--- src/rtl/bqf_pkg.sv ---
`default_nettype none

package bqf_pkg;

	// Default widths of the datapath
	localparam int SAMPLE_BITS_DEF = 24;
	localparam int COEF_BITS_DEF   = 32;
	localparam int STATE_BITS_DEF  = 32;

	// Configuration register index width and codes
	localparam int CFG_IDX_W = 3;

	typedef enum logic [CFG_IDX_W-1:0] {
		REG_FF0 = 3'd0,
		REG_FF1 = 3'd1,
		REG_FF2 = 3'd2,
		REG_FB1 = 3'd3,
		REG_FB2 = 3'd4
	} cfg_reg_t;

	// Sequencer: one bit of channel, three bits of phase
	localparam int STEP_W = 4;

	typedef enum logic [2:0] {
		P_X   = 3'd0,
		P_FB1 = 3'd1,
		P_FB2 = 3'd2,
		P_FF1 = 3'd3,
		P_WR  = 3'd4,
		P_FF0 = 3'd5,
		P_ACC = 3'd6,
		P_OUT = 3'd7
	} phase_t;

	typedef enum logic {
		ST_IDLE = 1'b0,
		ST_RUN  = 1'b1
	} state_t;

	// Coefficient operand of the shared multiplier
	typedef enum logic [2:0] {
		CS_ONE = 3'd0,
		CS_FF0 = 3'd1,
		CS_FF1 = 3'd2,
		CS_FF2 = 3'd3,
		CS_FB1 = 3'd4,
		CS_FB2 = 3'd5
	} coef_sel_t;

	// Data operand of the shared multiplier
	typedef enum logic [1:0] {
		OS_X  = 2'd0,
		OS_W1 = 2'd1,
		OS_W2 = 2'd2,
		OS_W  = 2'd3
	} opnd_sel_t;

	// Accumulator operation
	typedef enum logic [1:0] {
		ACC_HOLD = 2'd0,
		ACC_LOAD = 2'd1,
		ACC_ADD  = 2'd2,
		ACC_SUB  = 2'd3
	} acc_op_t;

	typedef struct packed {
		coef_sel_t coef_sel;
		opnd_sel_t opnd_sel;
		acc_op_t   acc_op;
		logic      chan;
		logic      w_load;
		logic      y_load;
		logic      out_load;
	} seq_ctrl_t;

endpackage

`default_nettype wire

--- src/rtl/bqf_in_if.sv ---
`default_nettype none

interface bqf_in_if #(
	parameter int SAMPLE_BITS = bqf_pkg::SAMPLE_BITS_DEF
);
	logic                          valid;
	logic                          ready;
	logic signed [SAMPLE_BITS-1:0] left_in;
	logic signed [SAMPLE_BITS-1:0] right_in;

	modport source (output valid, output left_in, output right_in, input ready);
	modport sink (input valid, input left_in, input right_in, output ready);
endinterface

`default_nettype wire

--- src/rtl/bqf_out_if.sv ---
`default_nettype none

interface bqf_out_if #(
	parameter int SAMPLE_BITS = bqf_pkg::SAMPLE_BITS_DEF
);
	logic                          valid;
	logic                          ready;
	logic signed [SAMPLE_BITS-1:0] left_out;
	logic signed [SAMPLE_BITS-1:0] right_out;

	modport source (output valid, output left_out, output right_out, input ready);
	modport sink (input valid, input left_out, input right_out, output ready);
endinterface

`default_nettype wire

--- src/rtl/stereo_biquad_filter.sv ---
// Channel  Dir  Payload                Handshake
// din      in   left_in, right_in      valid/ready, taken when both high
// dout     out  left_out, right_out    valid/ready, taken when both high
// cfg      in   cfg_index, cfg_data    cfg_we, written on the clock edge
//
// dout becomes valid after a din transaction once both channels have run through the single
// shared multiplier, which forms six products per channel, followed by rounding and update.
// din is ready only while the sequencer is idle, so a new transaction is not taken until
// the sequence of the previous one has finished.
// A finished result holds until taken; the next item's final step waits while it is held.
// arst_n clears the filter state to zero, ff0 to one and the other taps to zero.
`default_nettype none

module stereo_biquad_filter #(
	parameter int SAMPLE_BITS = bqf_pkg::SAMPLE_BITS_DEF,
	parameter int COEF_BITS   = bqf_pkg::COEF_BITS_DEF,
	parameter int STATE_BITS  = bqf_pkg::STATE_BITS_DEF
) (
	input  wire                            clk,
	input  wire                            arst_n,
	input  wire                            cfg_we,
	input  wire [bqf_pkg::CFG_IDX_W-1:0]   cfg_index,
	input  wire [COEF_BITS-1:0]            cfg_data,
	bqf_in_if.sink                         din,
	bqf_out_if.source                      dout
);

	localparam int OPND_W = (STATE_BITS > SAMPLE_BITS) ? STATE_BITS : SAMPLE_BITS;
	localparam logic signed [COEF_BITS-1:0] COEF_ONE = COEF_BITS'(1) << (COEF_BITS - 4);

	logic signed [COEF_BITS-1:0]   ff0_q, ff1_q, ff2_q, fb1_q, fb2_q;
	logic signed [STATE_BITS-1:0]  left_w1_q, left_w2_q, right_w1_q, right_w2_q;
	logic signed [STATE_BITS-1:0]  w_q;
	logic signed [SAMPLE_BITS-1:0] left_x_q, right_x_q;
	logic signed [SAMPLE_BITS-1:0] y_left_q;
	logic signed [SAMPLE_BITS-1:0] left_out_q, right_out_q;
	logic signed [COEF_BITS-1:0]   coef;
	logic signed [OPND_W-1:0]      opnd;
	logic signed [STATE_BITS-1:0]  w_sat;
	logic signed [SAMPLE_BITS-1:0] y_sat;
	logic                          out_valid;
	bqf_pkg::seq_ctrl_t            ctrl;

	// Coefficient registers
	always_ff @(posedge clk or negedge arst_n) begin
		if (!arst_n) begin
			ff0_q <= COEF_ONE;
			ff1_q <= '0;
			ff2_q <= '0;
			fb1_q <= '0;
			fb2_q <= '0;
		end else if (cfg_we) begin
			unique case (bqf_pkg::cfg_reg_t'(cfg_index))
				bqf_pkg::REG_FF0: ff0_q <= cfg_data;
				bqf_pkg::REG_FF1: ff1_q <= cfg_data;
				bqf_pkg::REG_FF2: ff2_q <= cfg_data;
				bqf_pkg::REG_FB1: fb1_q <= cfg_data;
				bqf_pkg::REG_FB2: fb2_q <= cfg_data;
				default: ;
			endcase
		end
	end

	// Capture the input samples of each transaction
	always_ff @(posedge clk) begin
		if (din.valid && din.ready) begin
			left_x_q  <= din.left_in;
			right_x_q <= din.right_in;
		end
	end

	// Select the multiplier operands
	always_comb begin
		case (ctrl.coef_sel)
			bqf_pkg::CS_FF0: coef = ff0_q;
			bqf_pkg::CS_FF1: coef = ff1_q;
			bqf_pkg::CS_FF2: coef = ff2_q;
			bqf_pkg::CS_FB1: coef = fb1_q;
			bqf_pkg::CS_FB2: coef = fb2_q;
			default:         coef = COEF_ONE;
		endcase
		case (ctrl.opnd_sel)
			bqf_pkg::OS_X:  opnd = ctrl.chan ? OPND_W'(right_x_q) : OPND_W'(left_x_q);
			bqf_pkg::OS_W1: opnd = ctrl.chan ? OPND_W'(right_w1_q) : OPND_W'(left_w1_q);
			bqf_pkg::OS_W2: opnd = ctrl.chan ? OPND_W'(right_w2_q) : OPND_W'(left_w2_q);
			default:        opnd = OPND_W'(w_q);
		endcase
	end

	bqf_ctrl u_ctrl (
		.clk       (clk),
		.arst_n    (arst_n),
		.in_valid  (din.valid),
		.in_ready  (din.ready),
		.out_valid (out_valid),
		.out_ready (dout.ready),
		.ctrl      (ctrl)
	);

	bqf_mac #(
		.SAMPLE_BITS (SAMPLE_BITS),
		.COEF_BITS   (COEF_BITS),
		.STATE_BITS  (STATE_BITS),
		.OPND_W      (OPND_W)
	) u_mac (
		.clk    (clk),
		.acc_op (ctrl.acc_op),
		.coef   (coef),
		.opnd   (opnd),
		.w_sat  (w_sat),
		.y_sat  (y_sat)
	);

	// Hold the new delay value, the left result and the output pair
	always_ff @(posedge clk) begin
		if (ctrl.w_load) begin
			w_q <= w_sat;
		end
		if (ctrl.y_load && !ctrl.chan) begin
			y_left_q <= y_sat;
		end
		if (ctrl.out_load) begin
			left_out_q  <= y_left_q;
			right_out_q <= y_sat;
		end
	end

	// Advance the two-deep delay of the channel just finished
	always_ff @(posedge clk or negedge arst_n) begin
		if (!arst_n) begin
			left_w1_q  <= '0;
			left_w2_q  <= '0;
			right_w1_q <= '0;
			right_w2_q <= '0;
		end else if (ctrl.y_load) begin
			if (ctrl.chan) begin
				right_w2_q <= right_w1_q;
				right_w1_q <= w_q;
			end else begin
				left_w2_q <= left_w1_q;
				left_w1_q <= w_q;
			end
		end
	end

	assign dout.valid     = out_valid;
	assign dout.left_out  = left_out_q;
	assign dout.right_out = right_out_q;

endmodule

`default_nettype wire

--- src/rtl/bqf_mac.sv ---
`default_nettype none

module bqf_mac #(
	parameter int SAMPLE_BITS = bqf_pkg::SAMPLE_BITS_DEF,
	parameter int COEF_BITS   = bqf_pkg::COEF_BITS_DEF,
	parameter int STATE_BITS  = bqf_pkg::STATE_BITS_DEF,
	parameter int OPND_W      = bqf_pkg::STATE_BITS_DEF
) (
	input  wire                           clk,
	input  wire bqf_pkg::acc_op_t         acc_op,
	input  wire signed [COEF_BITS-1:0]    coef,
	input  wire signed [OPND_W-1:0]       opnd,
	output logic signed [STATE_BITS-1:0]  w_sat,
	output logic signed [SAMPLE_BITS-1:0] y_sat
);

	localparam int CF    = COEF_BITS - 4;
	localparam int P_W   = COEF_BITS + OPND_W;
	localparam int ACC_W = P_W + 2;
	localparam logic signed [ACC_W-1:0] HALF = ACC_W'(1) << (CF - 1);
	localparam logic signed [STATE_BITS-1:0] W_MAX = {1'b0, {(STATE_BITS-1){1'b1}}};
	localparam logic signed [STATE_BITS-1:0] W_MIN = {1'b1, {(STATE_BITS-1){1'b0}}};
	localparam logic signed [SAMPLE_BITS-1:0] Y_MAX = {1'b0, {(SAMPLE_BITS-1){1'b1}}};
	localparam logic signed [SAMPLE_BITS-1:0] Y_MIN = {1'b1, {(SAMPLE_BITS-1){1'b0}}};

	logic signed [P_W-1:0]   prod_s1;
	logic signed [ACC_W-1:0] acc_q;
	logic signed [ACC_W-1:0] sum_r;
	logic signed [ACC_W-1:0] rnd;
	logic [ACC_W-STATE_BITS:0]  w_hi;
	logic [ACC_W-SAMPLE_BITS:0] y_hi;

	// Register each product before it reaches the accumulator
	always_ff @(posedge clk) begin
		prod_s1 <= coef * opnd;
	end

	// Accumulate the registered product
	always_ff @(posedge clk) begin
		case (acc_op)
			bqf_pkg::ACC_LOAD: acc_q <= ACC_W'(prod_s1);
			bqf_pkg::ACC_ADD:  acc_q <= acc_q + ACC_W'(prod_s1);
			bqf_pkg::ACC_SUB:  acc_q <= acc_q - ACC_W'(prod_s1);
			default:           acc_q <= acc_q;
		endcase
	end

	// Round half up and drop the coefficient fraction bits
	assign sum_r = acc_q + HALF;
	assign rnd   = sum_r >>> CF;

	// Saturate to the state and sample ranges
	assign w_hi = rnd[ACC_W-1:STATE_BITS-1];
	assign y_hi = rnd[ACC_W-1:SAMPLE_BITS-1];

	always_comb begin
		if (w_hi == '0 || w_hi == '1) begin
			w_sat = rnd[STATE_BITS-1:0];
		end else begin
			w_sat = rnd[ACC_W-1] ? W_MIN : W_MAX;
		end
		if (y_hi == '0 || y_hi == '1) begin
			y_sat = rnd[SAMPLE_BITS-1:0];
		end else begin
			y_sat = rnd[ACC_W-1] ? Y_MIN : Y_MAX;
		end
	end

endmodule

`default_nettype wire

--- src/rtl/bqf_ctrl.sv ---
`default_nettype none

module bqf_ctrl (
	input  wire                 clk,
	input  wire                 arst_n,
	input  wire                 in_valid,
	output logic                in_ready,
	output logic                out_valid,
	input  wire                 out_ready,
	output bqf_pkg::seq_ctrl_t  ctrl
);

	localparam logic [bqf_pkg::STEP_W-1:0] STEP_LAST = '1;

	bqf_pkg::state_t             state_q, state_d;
	logic [bqf_pkg::STEP_W-1:0]  step_q, step_d;
	logic                        out_valid_q, out_valid_d;
	logic                        stall;
	logic                        last;
	logic                        advance;
	bqf_pkg::phase_t             phase;

	// State, step counter and result flag
	always_ff @(posedge clk or negedge arst_n) begin
		if (!arst_n) begin
			state_q     <= bqf_pkg::ST_IDLE;
			step_q      <= '0;
			out_valid_q <= 1'b0;
		end else begin
			state_q     <= state_d;
			step_q      <= step_d;
			out_valid_q <= out_valid_d;
		end
	end

	assign out_valid = out_valid_q;
	assign phase     = bqf_pkg::phase_t'(step_q[2:0]);
	assign last      = (step_q == STEP_LAST);
	// Hold the final step while the previous result has not been taken
	assign stall     = last && out_valid_q && !out_ready;

	// Next state and datapath controls
	always_comb begin
		state_d       = state_q;
		step_d        = step_q;
		in_ready      = 1'b0;
		advance       = 1'b0;
		ctrl.coef_sel = bqf_pkg::CS_ONE;
		ctrl.opnd_sel = bqf_pkg::OS_X;
		ctrl.acc_op   = bqf_pkg::ACC_HOLD;
		ctrl.chan     = step_q[bqf_pkg::STEP_W-1];
		ctrl.w_load   = 1'b0;
		ctrl.y_load   = 1'b0;
		ctrl.out_load = 1'b0;
		unique case (state_q)
			bqf_pkg::ST_IDLE: begin
				in_ready = 1'b1;
				if (in_valid) begin
					state_d = bqf_pkg::ST_RUN;
				end
			end
			bqf_pkg::ST_RUN: begin
				advance = !stall;
				if (advance) begin
					step_d = step_q + 1'b1;
					if (last) begin
						state_d = bqf_pkg::ST_IDLE;
					end
				end
				unique case (phase)
					bqf_pkg::P_X: begin
						ctrl.coef_sel = bqf_pkg::CS_ONE;
						ctrl.opnd_sel = bqf_pkg::OS_X;
					end
					bqf_pkg::P_FB1: begin
						ctrl.acc_op   = bqf_pkg::ACC_LOAD;
						ctrl.coef_sel = bqf_pkg::CS_FB1;
						ctrl.opnd_sel = bqf_pkg::OS_W1;
					end
					bqf_pkg::P_FB2: begin
						ctrl.acc_op   = bqf_pkg::ACC_SUB;
						ctrl.coef_sel = bqf_pkg::CS_FB2;
						ctrl.opnd_sel = bqf_pkg::OS_W2;
					end
					bqf_pkg::P_FF1: begin
						ctrl.acc_op   = bqf_pkg::ACC_SUB;
						ctrl.coef_sel = bqf_pkg::CS_FF1;
						ctrl.opnd_sel = bqf_pkg::OS_W1;
					end
					bqf_pkg::P_WR: begin
						ctrl.w_load   = 1'b1;
						ctrl.acc_op   = bqf_pkg::ACC_LOAD;
						ctrl.coef_sel = bqf_pkg::CS_FF2;
						ctrl.opnd_sel = bqf_pkg::OS_W2;
					end
					bqf_pkg::P_FF0: begin
						ctrl.acc_op   = bqf_pkg::ACC_ADD;
						ctrl.coef_sel = bqf_pkg::CS_FF0;
						ctrl.opnd_sel = bqf_pkg::OS_W;
					end
					bqf_pkg::P_ACC: begin
						ctrl.acc_op   = bqf_pkg::ACC_ADD;
					end
					bqf_pkg::P_OUT: begin
						ctrl.y_load   = advance;
						ctrl.out_load = advance && ctrl.chan;
					end
					default: begin
						ctrl.acc_op   = bqf_pkg::ACC_HOLD;
					end
				endcase
			end
			default: begin
				state_d = bqf_pkg::ST_IDLE;
			end
		endcase
	end

	// Raise the result flag on the final step, drop it when taken
	always_comb begin
		if (ctrl.out_load) begin
			out_valid_d = 1'b1;
		end else if (out_ready) begin
			out_valid_d = 1'b0;
		end else begin
			out_valid_d = out_valid_q;
		end
	end

`ifndef SYNTH
	// A new transaction starts the sequence from its first step
	a_start: assert property (@(posedge clk) disable iff (!arst_n)
		in_valid && in_ready |=> state_q == bqf_pkg::ST_RUN && step_q == '0)
		else $error("sequence did not start at step zero");

	// The counter is parked at zero while idle
	a_park: assert property (@(posedge clk) disable iff (!arst_n)
		step_q != '0 |-> state_q == bqf_pkg::ST_RUN)
		else $error("step counter running while idle");

	// A pending result is never overwritten
	a_no_overwrite: assert property (@(posedge clk) disable iff (!arst_n)
		ctrl.out_load |-> !out_valid_q || out_ready)
		else $error("pending result overwritten");

	// A result only appears after the last step of the right channel
	a_result_src: assert property (@(posedge clk) disable iff (!arst_n)
		$rose(out_valid_q) |-> $past(state_q == bqf_pkg::ST_RUN && last))
		else $error("result raised outside the final step");
`endif

endmodule

`default_nettype wire
--- src/flat_wrapper.sv ---
// flat-port wrapper written by rule: the top's interface ports become plain ports
module stereo_biquad_filter_flat 
#(
	parameter int SAMPLE_BITS = bqf_pkg::SAMPLE_BITS_DEF,
	parameter int COEF_BITS   = bqf_pkg::COEF_BITS_DEF,
	parameter int STATE_BITS  = bqf_pkg::STATE_BITS_DEF
)
  (clk, arst_n, cfg_we, cfg_index, cfg_data, din_valid, din_left_in, din_right_in, din_ready, dout_valid, dout_left_out, dout_right_out, dout_ready);
  bqf_in_if #(.SAMPLE_BITS(SAMPLE_BITS)) din_i ();
  bqf_out_if #(.SAMPLE_BITS(SAMPLE_BITS)) dout_i ();
  input  wire clk;
  input  wire arst_n;
  input  wire cfg_we;
  input  wire [bqf_pkg::CFG_IDX_W-1:0] cfg_index;
  input  wire [COEF_BITS-1:0] cfg_data;
  input wire logic [$bits(din_i.valid)-1:0] din_valid;
  input wire logic [$bits(din_i.left_in)-1:0] din_left_in;
  input wire logic [$bits(din_i.right_in)-1:0] din_right_in;
  output wire logic [$bits(din_i.ready)-1:0] din_ready;
  output wire logic [$bits(dout_i.valid)-1:0] dout_valid;
  output wire logic [$bits(dout_i.left_out)-1:0] dout_left_out;
  output wire logic [$bits(dout_i.right_out)-1:0] dout_right_out;
  input wire logic [$bits(dout_i.ready)-1:0] dout_ready;
  assign din_i.valid = din_valid;
  assign din_i.left_in = din_left_in;
  assign din_i.right_in = din_right_in;
  assign din_ready = din_i.ready;
  assign dout_valid = dout_i.valid;
  assign dout_left_out = dout_i.left_out;
  assign dout_right_out = dout_i.right_out;
  assign dout_i.ready = dout_ready;
  stereo_biquad_filter #(.SAMPLE_BITS(SAMPLE_BITS), .COEF_BITS(COEF_BITS), .STATE_BITS(STATE_BITS)) u_core (.clk(clk), .arst_n(arst_n), .cfg_we(cfg_we), .cfg_index(cfg_index), .cfg_data(cfg_data), .din(din_i), .dout(dout_i));
endmodule
--- config.mk ---
export PLATFORM = sky130hd
export DESIGN_NAME = stereo_biquad_filter_flat
export DESIGN_NICKNAME = d
export VERILOG_FILES = /design/src/rtl/bqf_pkg.sv /design/src/rtl/bqf_in_if.sv /design/src/rtl/bqf_out_if.sv /design/src/rtl/stereo_biquad_filter.sv /design/src/rtl/bqf_mac.sv /design/src/rtl/bqf_ctrl.sv /design/src/flat_wrapper.sv
export SDC_FILE = /design/constraint.sdc
export NUM_CORES = 2
export LEC_CHECK = 0
export ABC_AREA = 1
export BUFFER_PORTS_ARGS = -buffer_cell sky130_fd_sc_hd__buf_4
export CAP_MARGIN = 20
export CORE_UTILIZATION = 35
export CTS_BUF_LIST = sky130_fd_sc_hd__clkbuf_4 sky130_fd_sc_hd__clkbuf_8
export DETAILED_ROUTE_END_ITERATION = 8
export PLACE_DENSITY_LB_ADDON = 0.3
export SLEW_MARGIN = 10
export SYNTH_ARGS = -nofsm -noshare
export SYNTH_HDL_FRONTEND = slang
export SYNTH_SLANG_ARGS = --single-unit
--- constraint.sdc ---
create_clock -name clk -period 7.8 [get_ports clk]
set_input_delay 1.56 -clock clk [delete_from_list [all_inputs] [get_ports clk]]
set_output_delay 1.56 -clock clk [all_outputs]
set_load 0.05 [all_outputs]
* Yosys cells after proc, flatten, opt, wreduce, memory -nomap -nowiden
Cells that the tools add are included. W data, S select, Z words.
Word-level totals: bits in registers 576, output and inout port bits 50, input port bits 88, word-level logic and storage cells 102
Cells by class: multiply operators 1, bitwise logic cells 3, equality and inequality tests 24, $add $sub $neg 4, reductions and logical operators 27, mux-type cells 23
Operator list (count):
- $pmux W66 S3 | 1
- $mux W32 | 5
- $pmux W32 S5 | 1
- $pmux W32 S3 | 1
- $add A66 B29 Y66 const B | 1
- $add A66 B64 Y66 | 1
- $sub A66 B64 Y66 | 1
- $mul A32 B32 Y64 | 1
- $mux W24 | 2
- $eq A43 B43 Y1 const B | 1
- $logic_not A43 Y1 | 1
- $eq A35 B35 Y1 const B | 1
- $logic_not A35 Y1 | 1
- $pmux W5 S5 | 1
- $eq A3 B3 Y1 const B | 7
- $eq A3 B2 Y1 const B | 6
- $reduce_and A2 Y1 | 8
- $eq A3 B1 Y1 const B | 3
- $mux W1 | 7
- $mux W7 | 1
- $eq A2 B2 Y1 const B | 3
- $pmux W2 S3 | 1
- $reduce_or A2 Y1 | 3
- $logic_and A1 B1 Y1 | 5
- 13 further kinds | 19

* Depth between registers and ports, before layout
depth in word-level cells 8, mapped depth 47, depth with buffers taken out 45

* Cells and area by module
Synthesis repeated with hierarchy kept, for this count alone.
Unflattened totals: cell total of the unflattened synthesis 9015, area, all modules 70000.9 um^2
By module, submodules not included:
- bqf_mac | times used 1, area an instance 50697.4 um^2, cells each 6883, sequential area each 3263.1 um^2
- stereo_biquad_filter | times used 1, area an instance 18766.7 um^2, cells each 2057, sequential area each 11772.5 um^2
- bqf_ctrl | times used 1, area an instance 536.8 um^2, cells each 75, sequential area each 150.1 um^2

* Least setup slack after synthesis
OpenSTA, ideal clock, no wires.
kind reg-to-reg, start reg u_core.u_ctrl.step_q[0] in the netlist's numbering, end reg u_core.u_mac.prod_s1[63], cell stages (with the launch flop) 38, setup time 112 ps, path slack -748 ps, required time 7688 ps, period minus slack after synthesis 8548 ps, arrival 8436 ps, cells stage by stage dfrtp_1 > ha_1 > ha_1 > nor2_2 > nand3_1 > nand2_1 > nor2_2 > nand2_4 > buf_2 > o2111ai_1 > o21ai_2 > clkbuf_1 > nor2_1 > fa_1 > inv_1 > fa_1 > inv_1 > fa_1 > [2 not listed] > fa_1 > inv_1 > fa_1 > inv_1 > fa_1 > inv_1 > fa_1 > ha_1 > a21oi_1 > o21bai_1 > nor2_1 > nor2_1 > nor2_1 > nand2_1 > a21oi_1 > inv_1 > nand2_1 > nand2_1
Between the ends: cells in the longest elaborated chain, start to end 6, elaborated cells between the ends (all ways) 18
RTL lines:
- start: declaration | line bqf_ctrl.sv:16 | logic [bqf_pkg::STEP_W-1:0] step_q, step_d;
- start signal: assignment | line bqf_ctrl.sv:31 | step_q <= step_d;
- $eq A3 B3 Y1, or another cell as far along | line bqf_ctrl.sv:70 | unique case (phase)
- $pmux W5 S5 (*) | line bqf_ctrl.sv:70
- $mux W7 (*) | line bqf_ctrl.sv:55 | unique case (state_q)
- $eq A3 B3 Y1, or another cell as far along | line stereo_biquad_filter.sv:74 | case (ctrl.coef_sel)
- $pmux W32 S5 or $pmux W32 S3 (tied branches) | line stereo_biquad_filter.sv:74, stereo_biquad_filter.sv:82
- $mul A32 B32 Y64 (*) | line bqf_mac.sv:35 | prod_s1 <= coef * opnd;
- end signal: assignment | line bqf_mac.sv:35
- end: declaration | line bqf_mac.sv:26 | logic signed [P_W-1:0] prod_s1;
Every way passes the cells marked *; elsewhere a longest branch is shown, timed or not. A chain may end at the register's enable or synchronous reset.

* Worst setup path in the final report
start reg u_core.u_ctrl.step_q[0] in the netlist's numbering, end reg u_core.u_mac.prod_s1[34]
Same word-level chain as after synthesis.

==> impl_metrics.tcl <==
set metrics [dict create \
    outcome "complete, but fails checks" \
    failed_checks "negative setup slack" \
    numClockSinks 576 \
    fillers 18600 \
    overflow 0 \
    required_ns 8.56 \
    finalNetCount 10900 \
    via_per_inst 5.04 \
    die_area_sq_um 195000 \
    totalWireLength_um 267000 \
    synth.distinct_cells 50 \
    reg2regPathDepth 42 \
    drt_first_pass_iters 6 \
    worstSkewPairLatency_ns 0.88 \
    rsz0062_at_grt "true" \
    ant_nets 0 \
    vias 61000 \
    crit_arrival_ns 9.34 \
    ys_ff_latch 576 \
    rows 161 \
    cts_tree "yes" \
    start_kind "flop" \
    initial_core_util_pct 35.2 \
    grt_usage_pct 26.9 \
    hold_depth 0 \
    fin_ws_ns -0.783 \
    grt_pass1_vias 63200 \
    critPathMaxFanout 6 \
    crit_top_cell "fa_1" \
    clockRootBuffer "clkbuf_8" \
    end_kind "flop" \
    syn2layout_area_growth_pct 32.0 \
    clk_pin_slew_ns 0.06 \
    final-setup-viol-count 50 \
    ys_warn_count 0 \
    antenna_found_initial 4 \
    wl_per_cell_um 22.1 \
    fin_tns_setup_ns -27.24 \
    pin_count 138 \
    hold_violations 0 \
    final_cells 12100 \
    pre_cts_slack_ns -1.41 \
    maxSlewViolCount 0 \
    htree_levels 3 \
    drt_iter0_drc 5481 \
    dp_cells 11600 \
    drive_gt1_share_pct 25.6 \
    synth-edff-count 218 \
    holdBufCountCts 0 \
    tightest_slew_ns 1.07 \
    clock_path_buffers 3 \
    cpPeakStageDelay_ns 0.60 \
    grt_start_max_net_pins 156 \
    syn-num-nets 9847 \
    cap_violations 0 \
    max_freq_ghz 0.117 \
    whs_ns 0.419 \
    hold_path_class "reg2reg" \
    grt_pass1_wl_um 396000 \
    worstSetupPathType "reg2reg" \
    gp_congestion 0.975 \
    seq_area_frac_synth_pct 22.4 \
    dieWidth_um 442 \
    grtUsageMet2_pct 43.1 \
    coreArea_sq_um 192000 \
    drc 0 \
    grt_busiest_layer "met2" \
    syn_avg_cell_area_sq_um 8.04 \
    async_reset_ff_share_pct 51.0 \
    die_h_um 442 \
    met1_usage_pct 36.4 \
    mappedNetlistArea_sq_um 67700 \
    syn_inst 8419 \
    skew_ns 0.0837 \
    cts_made_buffers 103 \
    maxSlewHeadroom_pct 28.4 \
    dpl.hpwl_um 218000 \
    fin_crit_sh_pct 110 \
    gr-usage-met3_pct 3.95 \
    synth-main-ff-cell "dfrtp_1" \
    period_needed_ns 8.58 \
    port_buffers 137 \
    cp_slowest_cell "fa_1" \
]
[cell type report]
type	count	area, sq um	area share (%)
inverters	1528	5980	6.69
flip-flops and latches	576	15200	17.0
clock inverters	50	548	0.613
diodes	1	2.50	0.00280
repair buffers	1251	12500	14.0
well taps	2526	3160	3.54
multi-input cells	6024	50200	56.1
clock buffers	141	1760	1.97
[cell usage in the layout (no fill, tap or decap), drive strengths merged, types with 217 or more instances in the layout]
cell,synthesis,routed
edfxtp,218,218
inv,1526,1513
o21ai,463,463
a21oi,217,217
fa,1083,1083
nand2,2314,2314
nor2,984,984
ha,257,257
dfrtp,293,293
nand3,269,269
buf,172,1238
[final timing paths]
check | startpoint | end | slack, ns
setup / recovery | u_core.u_ctrl.step_q[0]$_DFFE_PN0P_ | u_core.u_mac.prod_s1[34]$_DFF_P_ | -0.78
hold / removal | u_core.y_left_q[3]$_DFFE_PP_ | u_core.dout.left_out[3]$_DFFE_PP_ | 0.42
setup reg to reg | u_core.u_ctrl.step_q[0]$_DFFE_PN0P_ | u_core.u_mac.prod_s1[34]$_DFF_P_ | -0.78
max in group asynchronous | arst_n | u_core.left_w2_q[13]$_DFFE_PN0P_ | 5.34
hold reg to reg | u_core.y_left_q[3]$_DFFE_PP_ | u_core.dout.left_out[3]$_DFFE_PP_ | 0.42
min in group asynchronous | arst_n | u_core.fb2_q[30]$_DFFE_PN0P_ | 0.88
[sequential cells by signal (all words and copies together) (netlist names)]
name and count:
u_core.left_w2_q 32, u_core.right_w2_q 32, u_core.right_x_q 24, u_core.u_mac.acc_q 66, u_core.dout.left_out 24, u_core.u_ctrl.out_valid 1, u_core.ff2_q 32, u_core.y_left_q 24
u_core.left_x_q 24, u_core.ff1_q 32, u_core.u_mac.prod_s1 64, u_core.ff0_q 32, u_core.left_w1_q 32, u_core.fb1_q 32, u_core.u_ctrl.state_q 1, u_core.w_q 32
u_core.u_ctrl.step_q 4, u_core.dout.right_out 24, u_core.fb2_q 32, u_core.right_w1_q 32
[kinds of logic (layout without fill, tap and decap cells)]
kind of cell	after synthesis	count (layout)	synth area share (%)
adder cells (fa/ha/maj)	1340	1340	36.8
AND/OR/NAND/NOR	3748	3748	22.1
AO/OA/AOI/OAI	766	766	6.06
buffers and inverters	1819	2970	10.4
other	0	1	0
XOR/XNOR	159	159	2.06
multiplexers	11	11	0.163
flip-flops	576	576	22.4
[Yosys cell counts (11+ instances only)]
master    count  area share, %
nand4_1      62           0.57
dfxtp_1      64            1.9
clkbuf_1    119           0.66
ha_1        257            4.8
xor2_1      121            1.6
inv_2        56           0.31
nand3_1     269            2.0
nor3_1       46           0.34
o21ai_2      12           0.16
edfxtp_1    218            9.7
nor4_1       18           0.17
mux2i_1      11           0.16
nand2_1    2307             13
or2_2        22           0.20
o21ai_0     439            3.2
buf_2       153            1.1
a21o_1       11           0.12
dfrtp_1     293             11
o21bai_1     20           0.22
a21oi_1     217            1.6
o21ai_1      12          0.089
inv_1      1470            8.2
a21boi_0     11           0.12
fa_1       1083             32
xnor2_1      38           0.49
nor2_1      978            5.4
[stage by stage]
stage	cell area [sq um]	util [%]
finish	89300	46.4
global route	89300	46.4
CTS	85800	44.6
detailed placement	78700	40.9
global placement	78700	40.9
floorplan	68000	-
[metal layers]
| layer | wire length, um | up-vias |
|---|---|---|
| met4 | 13100 | 4 |
| met5 | 23 | - |
| met1 | 112000 | 30400 |
| li1 | - | 27600 |
| met2 | 122000 | 2369 |
| met3 | 19600 | 551 |
[critical path, delay by kind of cell, from the launching register on]
family	cells	cell delay (ns)
AOI/OAI and AO/OA	1	0.09
xor gates and xnor gates	1	0.23
adders and majority gates	10	4.58
buffers and inverters	15	1.73
DFF	1	0.47
and+or+nand+nor	15	1.42
[timing repair]
action / 4_1_cts / 5_1_grt
pin swaps: 247 / 388
cloned: 5 / 12
buffers inserted: 149 / 115
setup endpoints to repair: 53 / 54
resized for setup: 909 / 646
Power is left out: the tool's default activity adds up to more than one toggle a clock period on the data nets, which glitch-free logic cannot reach.
